`src/hsl_pkg.sv`:
```
// Shared types and constants for the HTTP status line parser.
// No dependencies; imported by every module of the block.
`default_nettype none
package hsl_pkg;

  localparam int CODE_BITS = 10;
  localparam int SHOW_BITS = 10;
  localparam int ADDR_BITS = 3;

  localparam logic [SHOW_BITS-1:0] MIN_CODE_RST = SHOW_BITS'(100);
  localparam logic [SHOW_BITS-1:0] MAX_CODE_RST = SHOW_BITS'(599);

  localparam logic [7:0] CH_SP = 8'h20;
  localparam logic [7:0] CH_HT = 8'h09;
  localparam logic [7:0] CH_CR = 8'h0D;
  localparam logic [7:0] CH_LF = 8'h0A;
  localparam logic [7:0] CH_DEL = 8'h7F;
  localparam logic [7:0] CH_ZERO = 8'h30;
  localparam logic [7:0] CH_NINE = 8'h39;

  localparam logic REG_MIN_CODE = 1'b0;
  localparam logic REG_MAX_CODE = 1'b1;

  typedef enum logic [2:0] {
    KIND_PROTO   = 3'd0,
    KIND_DIGIT   = 3'd1,
    KIND_SEP     = 3'd2,
    KIND_REASON  = 3'd3,
    KIND_DONE    = 3'd4,
    KIND_ERROR   = 3'd5,
    KIND_IGNORED = 3'd6
  } byte_kind_e;

  typedef enum logic [2:0] {
    ERR_NONE     = 3'd0,
    ERR_CODE     = 3'd1,
    ERR_NONDIGIT = 3'd2,
    ERR_CONTROL  = 3'd3,
    ERR_NOLF     = 3'd4
  } error_kind_e;

  typedef struct packed {
    logic [SHOW_BITS-1:0] min_code;
    logic [SHOW_BITS-1:0] max_code;
  } hsl_cfg_t;

endpackage
`default_nettype wire

```
`src/hsl_cfg_regs.sv`:
```
// APB register file holding the accepted status code range.
// Depends on hsl_pkg.
`default_nettype none
module hsl_cfg_regs
  import hsl_pkg::*;
(
  input  wire logic                 clk_i,
  input  wire logic                 rst_ni,
  input  wire logic                 psel,
  input  wire logic                 penable,
  input  wire logic                 pwrite,
  input  wire logic [ADDR_BITS-1:0] paddr,
  input  wire logic [31:0]          pwdata,
  output logic      [31:0]          prdata,
  output logic                      pready,
  output hsl_cfg_t                  cfg_o
);

  logic [SHOW_BITS-1:0] min_code_q;
  logic [SHOW_BITS-1:0] max_code_q;
  logic                 wr_en;

  assign pready = 1'b1;
  assign wr_en  = psel & penable & pwrite;

  always_ff @(posedge clk_i or negedge rst_ni) begin
    if (!rst_ni) begin
      min_code_q <= MIN_CODE_RST;
      max_code_q <= MAX_CODE_RST;
    end else if (wr_en) begin
      case (paddr[2])
        REG_MIN_CODE: min_code_q <= pwdata[SHOW_BITS-1:0];
        REG_MAX_CODE: max_code_q <= pwdata[SHOW_BITS-1:0];
        default: ;
      endcase
    end
  end

  always_comb begin
    case (paddr[2])
      REG_MIN_CODE: prdata = 32'(min_code_q);
      REG_MAX_CODE: prdata = 32'(max_code_q);
      default:      prdata = '0;
    endcase
  end

  assign cfg_o.min_code = min_code_q;
  assign cfg_o.max_code = max_code_q;

endmodule
`default_nettype wire

```
`src/hsl_core.sv`:
```
// Parse state and result register: one byte classified per accepted item.
// Depends on hsl_pkg.
`default_nettype none
module hsl_core
  import hsl_pkg::*;
(
  input  wire logic                 clk_i,
  input  wire logic                 rst_ni,
  input  wire hsl_cfg_t             cfg_i,
  input  wire logic                 in_valid_i,
  output logic                      in_stall_o,
  input  wire logic [7:0]           byte_value_i,
  input  wire logic                 restart_i,
  output logic                      out_valid_o,
  input  wire logic                 out_stall_i,
  output logic      [2:0]           byte_kind_o,
  output logic      [7:0]           byte_echo_o,
  output logic      [SHOW_BITS-1:0] status_code_o,
  output logic      [2:0]           error_kind_o
);

  typedef enum logic [2:0] {
    PH_PROTO  = 3'd0,
    PH_CODE   = 3'd1,
    PH_REASON = 3'd2,
    PH_LF     = 3'd3,
    PH_DONE   = 3'd4,
    PH_ERROR  = 3'd5
  } phase_e;

  localparam int WIDE_BITS = CODE_BITS + 4;

  phase_e               phase_q, phase_d, phase_c;
  logic [CODE_BITS-1:0] code_q, code_d, code_c;
  logic [2:0]           cnt_q, cnt_d, cnt_c;
  error_kind_e          err_q, err_d, err_c;
  logic                 out_valid_q;
  byte_kind_e           kind_q, kind_d;
  logic [7:0]           echo_q;
  logic [SHOW_BITS-1:0] show_q, show_d;
  logic                 accept;
  logic [WIDE_BITS-1:0] code_next;
  logic [15:0]          code_wide;
  logic [15:0]          min_wide;
  logic [15:0]          max_wide;
  logic                 code_good;
  logic                 is_digit;

  assign in_stall_o = out_valid_q & out_stall_i;
  assign accept     = in_valid_i & ~in_stall_o;

  always_comb begin
    phase_c = phase_q;
    code_c  = code_q;
    cnt_c   = cnt_q;
    err_c   = err_q;
    if (restart_i) begin
      phase_c = PH_PROTO;
      code_c  = '0;
      cnt_c   = '0;
      err_c   = ERR_NONE;
    end
  end

  assign is_digit  = (byte_value_i >= CH_ZERO) && (byte_value_i <= CH_NINE);
  assign code_next = (WIDE_BITS'(code_c) << 3) + (WIDE_BITS'(code_c) << 1)
                   + WIDE_BITS'(byte_value_i[3:0]);
  assign code_wide = 16'(code_c);
  assign min_wide  = 16'(cfg_i.min_code);
  assign max_wide  = 16'(cfg_i.max_code);
  assign code_good = (cnt_c != 3'd0) && (code_wide >= min_wide) && (code_wide <= max_wide);

  always_comb begin
    phase_d = phase_c;
    code_d  = code_c;
    cnt_d   = cnt_c;
    err_d   = err_c;
    kind_d  = KIND_IGNORED;
    case (phase_c)
      PH_PROTO: begin
        if (byte_value_i == CH_SP) begin
          phase_d = PH_CODE;
          kind_d  = KIND_SEP;
        end else begin
          kind_d = KIND_PROTO;
        end
      end
      PH_CODE: begin
        if (byte_value_i == CH_SP || byte_value_i == CH_CR) begin
          if (code_good) begin
            phase_d = (byte_value_i == CH_SP) ? PH_REASON : PH_LF;
            kind_d  = KIND_SEP;
          end else begin
            phase_d = PH_ERROR;
            err_d   = ERR_CODE;
            kind_d  = KIND_ERROR;
          end
        end else if (is_digit) begin
          if (code_next[WIDE_BITS-1:CODE_BITS] != '0) begin
            code_d = '1;
          end else begin
            code_d = code_next[CODE_BITS-1:0];
          end
          if (cnt_c != 3'd7) begin
            cnt_d = cnt_c + 3'd1;
          end
          kind_d = KIND_DIGIT;
        end else begin
          phase_d = PH_ERROR;
          err_d   = ERR_NONDIGIT;
          kind_d  = KIND_ERROR;
        end
      end
      PH_REASON: begin
        if (byte_value_i == CH_CR) begin
          phase_d = PH_LF;
          kind_d  = KIND_SEP;
        end else if (byte_value_i != CH_HT &&
                     (byte_value_i < CH_SP || byte_value_i == CH_DEL)) begin
          phase_d = PH_ERROR;
          err_d   = ERR_CONTROL;
          kind_d  = KIND_ERROR;
        end else begin
          kind_d = KIND_REASON;
        end
      end
      PH_LF: begin
        if (byte_value_i == CH_LF) begin
          phase_d = PH_DONE;
          kind_d  = KIND_DONE;
        end else begin
          phase_d = PH_ERROR;
          err_d   = ERR_NOLF;
          kind_d  = KIND_ERROR;
        end
      end
      PH_DONE: kind_d = KIND_IGNORED;
      default: kind_d = KIND_ERROR;
    endcase
  end

  always_comb begin
    if (16'(code_d) > 16'((1 << SHOW_BITS) - 1)) begin
      show_d = '1;
    end else begin
      show_d = SHOW_BITS'(code_d);
    end
  end

  always_ff @(posedge clk_i or negedge rst_ni) begin
    if (!rst_ni) begin
      phase_q     <= PH_PROTO;
      code_q      <= '0;
      cnt_q       <= '0;
      err_q       <= ERR_NONE;
      out_valid_q <= 1'b0;
    end else begin
      out_valid_q <= accept | (out_valid_q & out_stall_i);
      if (accept) begin
        phase_q <= phase_d;
        code_q  <= code_d;
        cnt_q   <= cnt_d;
        err_q   <= err_d;
      end
    end
  end

  always_ff @(posedge clk_i) begin
    if (accept) begin
      kind_q <= kind_d;
      echo_q <= byte_value_i;
      show_q <= show_d;
    end
  end

  assign out_valid_o   = out_valid_q;
  assign byte_kind_o   = kind_q;
  assign byte_echo_o   = echo_q;
  assign status_code_o = show_q;
  assign error_kind_o  = err_q;

endmodule
`default_nettype wire

```
`src/http_status_line_parser.sv`:
```
// Each accepted byte's result item appears on the outputs in the cycle after it.
// Throughput: one byte per cycle; the input stalls only while a result is held
// by a stalled output. Range check is combinational; parse state is registered.
// Reset: asynchronous, active low; returns the parser to the protocol field and
// sets the code range to 100..599. Top level; depends on hsl_pkg,
// hsl_cfg_regs and hsl_core.
`default_nettype none
module http_status_line_parser
  import hsl_pkg::*;
(
  input  wire logic                 clk_i,
  input  wire logic                 rst_ni,
  input  wire logic                 psel,
  input  wire logic                 penable,
  input  wire logic                 pwrite,
  input  wire logic [ADDR_BITS-1:0] paddr,
  input  wire logic [31:0]          pwdata,
  output logic      [31:0]          prdata,
  output logic                      pready,
  input  wire logic                 in_valid_i,
  output logic                      in_stall_o,
  input  wire logic [7:0]           byte_value_i,
  input  wire logic                 restart_i,
  output logic                      out_valid_o,
  input  wire logic                 out_stall_i,
  output logic      [2:0]           byte_kind_o,
  output logic      [7:0]           byte_echo_o,
  output logic      [SHOW_BITS-1:0] status_code_o,
  output logic      [2:0]           error_kind_o
);

  hsl_cfg_t cfg;

  hsl_cfg_regs u_cfg (
    .clk_i   (clk_i),
    .rst_ni  (rst_ni),
    .psel    (psel),
    .penable (penable),
    .pwrite  (pwrite),
    .paddr   (paddr),
    .pwdata  (pwdata),
    .prdata  (prdata),
    .pready  (pready),
    .cfg_o   (cfg)
  );

  hsl_core u_core (
    .clk_i         (clk_i),
    .rst_ni        (rst_ni),
    .cfg_i         (cfg),
    .in_valid_i    (in_valid_i),
    .in_stall_o    (in_stall_o),
    .byte_value_i  (byte_value_i),
    .restart_i     (restart_i),
    .out_valid_o   (out_valid_o),
    .out_stall_i   (out_stall_i),
    .byte_kind_o   (byte_kind_o),
    .byte_echo_o   (byte_echo_o),
    .status_code_o (status_code_o),
    .error_kind_o  (error_kind_o)
  );

endmodule
`default_nettype wire
```
`config.mk`:
```
export PLATFORM = sky130hd
export DESIGN_NAME = http_status_line_parser
export DESIGN_NICKNAME = d
export VERILOG_FILES = /design/src/hsl_pkg.sv /design/src/hsl_cfg_regs.sv /design/src/hsl_core.sv /design/src/http_status_line_parser.sv
export SDC_FILE = /design/constraint.sdc
export NUM_CORES = 1
export LEC_CHECK = 0
export BUFFER_PORTS_ARGS = -buffer_cell sky130_fd_sc_hd__buf_2
export CORE_AREA = 2 2 93 95
export CTS_CLUSTER_DIAMETER = 150
export DETAILED_ROUTE_END_ITERATION = 10
export DIE_AREA = 0 0 95 97
export PLACE_DENSITY_LB_ADDON = 0.2
export RECOVER_POWER = 25
export SKIP_CTS_REPAIR_TIMING = 1
export SLEW_MARGIN = 20
export SYNTH_ARGS = -nofsm -noshare
export SYNTH_HDL_FRONTEND = slang
export SYNTH_HIERARCHICAL = 1
export SYNTH_SLANG_ARGS = --single-unit
```
`constraint.sdc`:
```
create_clock -name clk_i -period 5.94 [get_ports clk_i]
set_input_delay 0.297 -clock clk_i [delete_from_list [all_inputs] [get_ports clk_i]]
set_output_delay 0.297 -clock clk_i [all_outputs]
set_load 0.01 [all_outputs]
```
## Word-level counts from Yosys, hierarchy flattened

Index checks and enable logic that the tools add are counted.

- Register bits after elaboration: 61
- Input port bits: 51
- Output and inout bits: 59
- Word-level logic and storage cells: 82

- Add/sub/neg operators: 3
- Order comparisons: 5
- Equality and inequality tests: 10
- Multiplexer cells: 36
- Bitwise operators: 7
- Reduce and logical (&&, ||, !) cells: 11

Operators by type and width:

| operator | number |
|---|---|
| 3-bit 2-to-1 mux | 24 |
| 32-bit one-hot mux with 2 select lines | 1 |
| 10-bit 2-to-1 mux | 5 |
| 8-bit by 4-bit == test with 1-bit output, second input constant | 2 |
| 3-bit one-hot mux with 5 select lines | 1 |
| 13-bit by 11-bit adder with 14-bit output | 1 |
| 14-bit by 4-bit adder with 14-bit output | 1 |
| 3-bit one-hot mux with 4 select lines | 1 |
| 10-bit >= comparator | 1 |
| 10-bit <= comparator | 1 |
| 3-bit one-hot mux with 3 select lines | 1 |
| 8-bit by 6-bit == test with 1-bit output, second input constant | 1 |
| 8-bit by 7-bit == test with 1-bit output, second input constant | 1 |
| 8-bit by 6-bit >= comparator with 1-bit output, second input constant | 1 |
| 8-bit by 6-bit <= comparator with 1-bit output, second input constant | 1 |
| 8-bit by 6-bit < comparator with 1-bit output, second input constant | 1 |
| 8-bit by 4-bit != test with 1-bit output, second input constant | 1 |
| 3-bit by 2-bit == test with 1-bit output, second input constant | 2 |
| 1-bit AND | 4 |
| 1-bit logical AND | 4 |
| 2-bit AND reduction | 2 |
| 4-bit nonzero test | 1 |
| 3-bit by 1-bit adder with 3-bit output, second input constant | 1 |
| 3-bit by 1-bit == test with 1-bit output, second input constant | 1 |
| other kinds (9) | 12 |

## Logic depth before layout (Yosys ltp)

- Depth after elaboration: 8
- Mapped depth: 13
- Gate-level depth less buffers: 12

## Cells and area by module

Netlist, hierarchy kept.

Modules (own cells, without submodules):

| module | times used | cells each | area each (sq um) | seq. area each (sq um) |
|---|---|---|---|---|
| hsl_core | 1 | 378 | 3,303.2 | 1,131.1 |
| hsl_cfg_regs | 1 | 79 | 1,104.8 | 511.7 |

## Worst setup path before layout

No wires, ideal clock.

- Path kind: input to register
- Start point: input restart_i
- End point: register u_core.show_q[4], in the netlist u_core/status_code_o[4], data pin
- Library setup time: 0.274 ns
- Data arrival time: 2.792 ns
- Setup slack: 2.874 ns
- Cell stages on the path: 12
- Path buffers: 4
- Cells stage by stage: clkbuf_1 > clkbuf_1 > nor2b_1 > ha_1 > ha_1 > clkbuf_1 > a21o_1 > a21oi_1 > a211oi_1 > nor4b_1 > buf_2 > a31oi_1

- Word-level cells in the longest chain between the ends: 8
- Elaborated cells on any way between the ends: 10

RTL lines:

| item | RTL line | text |
|---|---|---|
| start: declaration | http_status_line_parser.sv:23 | `input wire logic restart_i,` |
| 10-bit 2-to-1 mux | hsl_core.sv:57 | `if (restart_i) begin` |
| 13-bit by 11-bit adder with 14-bit output | hsl_core.sv:66 | `assign code_next = (WIDE_BITS'(code_c) << 3) + (WIDE_BITS'(code_c) << 1)` |
| 14-bit by 4-bit adder with 14-bit output | hsl_core.sv:67 | `+ WIDE_BITS'(byte_value_i[3:0]);` |
| 4-bit nonzero test | hsl_core.sv:99 | `if (code_next[WIDE_BITS-1:CODE_BITS] != '0) begin` |
| 10-bit 2-to-1 mux | hsl_core.sv:99 |  |
| 10-bit 2-to-1 mux | hsl_core.sv:98 | `end else if (is_digit) begin` |
| 10-bit 2-to-1 mux | hsl_core.sv:89 | `if (byte_value_i == CH_SP \|\| byte_value_i == CH_CR) begin` |
| 10-bit 2-to-1 mux (*) | hsl_core.sv:79 | `case (phase_c)` |
| named net u_core.code_d[4] | hsl_core.sv:34 | `logic [CODE_BITS-1:0] code_q, code_d, code_c;` |
| end signal: assignment | hsl_core.sv:172 | `show_q <= show_d;` |
| end: declaration | hsl_core.sv:40 | `logic [SHOW_BITS-1:0] show_q, show_d;` |

Mark *: on every way through the listed nets, which the timed path passes. The rest lies on a longest branch.
A chain may end at the register's enable or synchronous reset.

## Final worst setup path

- Start point: register u_core.code_q[2]
- End point: register u_core.show_q[4], in the netlist u_core/status_code_o[4], data pin

- Word-level cells in the longest chain between the ends: 8

RTL lines:

| item | RTL line | text |
|---|---|---|
| start: declaration | hsl_core.sv:34 |  |
| start signal: assignment | hsl_core.sv:161 | `code_q <= code_d;` |
| 10-bit 2-to-1 mux (*) | hsl_core.sv:57 |  |
| 13-bit by 11-bit adder with 14-bit output (*) | hsl_core.sv:66 |  |
| 14-bit by 4-bit adder with 14-bit output (*) | hsl_core.sv:67 |  |
| 4-bit nonzero test | hsl_core.sv:99 |  |
| 10-bit 2-to-1 mux (*) | hsl_core.sv:99 |  |
| 10-bit 2-to-1 mux (*) | hsl_core.sv:98 |  |
| 10-bit 2-to-1 mux (*) | hsl_core.sv:89 |  |
| 10-bit 2-to-1 mux (*) | hsl_core.sv:79 |  |
| named net u_core.code_d[4] | hsl_core.sv:34 |  |

Marks and branches as above.

==> results.yml <==
logic_synthesis:
  synth-seq-cells: 61
  synth_cells: 457
  syn_avg_cell_area_um2: 9.645
  netlist_area_um2: 4408
  seq_area_frac_synth_pct: 37.27
  synth_edf_count: 21
  synth_flop_cell: "dfrtp_1"
  synth_cell_type_count: 64
  async_reset_ff_share_pct: 65.57
  ys_warn_count: 6
cells_and_area:
  final_common_cell: "buf_2"
  mostFrequentLayoutCells: "buf_2 (53), inv_1 (41), ha_1 (38)"
  antennaDiodeCount: 0
  layout.nets: 602
  syn2layout_area_growth_pct: 10.13
  final_cells: 622
  drive_gt1_share_pct: 22.44
power:
  total_power_w: 0.001385
  leakagePower_nw: 2.300
  vdd_drop_max_mv: 0.1997
  power_density_nw_per_um2: 285.3
detailed_routing:
  first_pass_iters: 5
  antenna_left: 0
  avgViaCountPerCell: 5.793
  wirelength_met1_um: 4665
  wl_per_cell_um: 15.86
  drt_first_iter_violations: 209
  dr.max_layer_used: "met4"
  met2_length_um: 4516
  wl_um: 9862
  met3_length_um: 561
  vias: 3603
  drc: 0
timing:
  drv_slew: 41
  fmax_ghz: 0.2771
  hold_viol: 0
  holdWs_ns: 0.1654
  fin_crit_sh_pct: 60.75
  skew_ns: 0.01322
  relSlewSlack_pct: -47.23
  setup_violations: 0
  final.setup.tns_ns: 0
  grt_setup_unrepaired: "false"
  finalCriticalPeriod_ns: 3.609
  worst_pin_slew_ns: 2.208
setup_path:
  endpoint_kind: "flip-flop"
  reg2reg_to: "u_core/status_code_o[4]"
  required_ns: 5.97
  worstSetupEndpoint: "u_core/status_code_o[4]"
  worstSetupStartpointType: "flip-flop"
  arrival_ns: 3.64
  cp_max_fo: 20
  cp_cell_sequence: "nor2b_1 > xnor2_1 > xor2_1 > inv_1 > ha_1 > a211oi_1 > o21bai_1 > o21ai_0 > o2bb2ai_1 > nand2_1 > a31oi_1"
  critPathMaxStageDelay_ns: 0.52
  cpMaxStageDelayCell: "nand2_1"
  rr_worst_depth: 11
  path_class: "flip-flop to flip-flop"
  ff2ff_setup_slack_ns: 2.33
  startpoint: "u_core/code_q[2]"
  reg2reg_from: "u_core/code_q[2]"
cts:
  clkTransAtPathRegs_ns: 0.07
  cts_buffer_depth: 2
  cts_made_buffers: 9
  clk-insertion-delay-late_ns: 0.34
  ctsRootBufferMaster: "clkbuf_8"
  htreeDepth: 3
  cts.sinks: 61
  cts_tree: "yes"
global_route:
  antenna_found_initial: 0
  grt_max_degree: 57
  track_usage_pct: 22.62
  first_global_vias: 3446
  grt_pass1_wl_um: 16620
  grt_remaining_overflow: 0
floorplan:
  initial_utilization_pct: 54.19
  io-pin-count: 110
  die_width_um: 95
  fp-row-count: 33
  die_area_um2: 9215
  die_h_um: 97
  core_region_area_um2: 8134
outcome:
  violations: "capacitance limit, slew limit"
  outcome: "finished with violations"
placed_design:
  dp_cells: 606
  dpl.hpwl_um: 7118
  portBuffers: 62
  place_congestion: 0.8932
job:
  cap_violations: 1
min_path:
  hold_path.class: "input port to flip-flop"
flip-flops by register name (all words and copies together) (netlist names):
name,flops
u_cfg/max_code_q,10
u_core/phase_q,3
u_core/byte_echo_o,8
u_core/cnt_q,3
u_core/error_kind_o,3
u_core/byte_kind_o,3
u_core/out_valid_o,1
u_core/code_q,10
u_core/status_code_o,10
u_cfg/min_code_q,10
metal layers:
| metal | GRT usage (%) | vias up |
|---|---|---|
| met4 | 7.246 | 0 |
| met2 | 35.08 | 127 |
| met3 | 4.907 | 11 |
| met5 | 0 | - |
| li1 | - | 1737 |
| met1 | 31.41 | 1728 |
area by class of cell:
cell class | instances | area (um2)
repair buffers | 64 | 314.1
fillers | 706 | 3279
inverters | 41 | 153.9
well taps | 105 | 131.4
flip-flops and latches | 61 | 1643
clock inverters | 5 | 27.53
clock buffers | 11 | 141.4
multi-input cells | 335 | 2444
kinds of logic after synthesis:
family          share of synthesized area (%)
compound gates                          17.83
simple gates                            13.74
buf+inv                                 9.225
flops                                   37.27
fa+ha+maj                               11.47
mux                                     8.515
xor+xnor                                1.788
other cells                            0.1704
where the power goes:
group          leakage, nW  switching (W)  internal (W)
Sequential           0.675      0.0000563      0.000518
Clock               0.0804       0.000168      0.000159
Combinational         1.54       0.000276      0.000207
worst min-delay path by stage:
stage,to,slack [ns],cells after the start,start
global placement,u_core/out_valid_o,0.49,1,rst_ni
detailed placement,u_core/cnt_q[1],0.49,1,rst_ni
finish,u_core/out_valid_o,0.17,2,in_valid_i
CTS,u_core/error_kind_o[2],0.11,1,rst_ni
floorplan,u_cfg/max_code_q[3],0.001,0,rst_ni
global route,u_core/out_valid_o,0.16,2,in_valid_i
synth_stat cells (5+ instances only):
| library cell | count | area share, % |
|---|---|---|
| dfstp_2 | 9 | 5.4 |
| a21o_1 | 7 | 1.2 |
| xor2_1 | 5 | 0.99 |
| inv_1 | 41 | 3.5 |
| mux2_4 | 10 | 3.4 |
| nand2_1 | 28 | 2.4 |
| o21ai_0 | 30 | 3.4 |
| mux2_2 | 20 | 5.1 |
| and2_1 | 7 | 0.99 |
| buf_4 | 23 | 3.9 |
| dfrtp_1 | 31 | 18 |
| edfxtp_1 | 21 | 14 |
| nor2_1 | 25 | 2.1 |
| a21oi_1 | 22 | 2.5 |
| nand3_1 | 6 | 0.68 |
| nor2b_1 | 12 | 1.7 |
| nor3_1 | 6 | 0.68 |
| a41oi_1 | 6 | 1.2 |
| a31oi_1 | 20 | 2.8 |
| ha_1 | 38 | 11 |
| clkbuf_1 | 12 | 1.0 |
worst max-delay path: cells and delay by family, from the launching register on:
family / cells / cell delay, ns
XOR/XNOR: 2 / 0.45
adder cells (fa/ha/maj): 1 / 0.31
AO/OA/AOI/OAI: 5 / 1.07
flip-flops: 1 / 0.37
AND/OR/NAND/NOR: 2 / 1.03
buffers and inverters: 1 / 0.07
stage by stage:
stage	util, %	cell area (um2)	setup WS [ns]
final	59.68	4855	2.331
after global routing	59.68	4855	2.006
after CTS	59.82	4866	2.397
after detailed placement	57.75	4697	2.177
after global placement	57.75	4697	2.190
after floorplan	-	4487	2.874
Power figures use the tool's default switching activity.
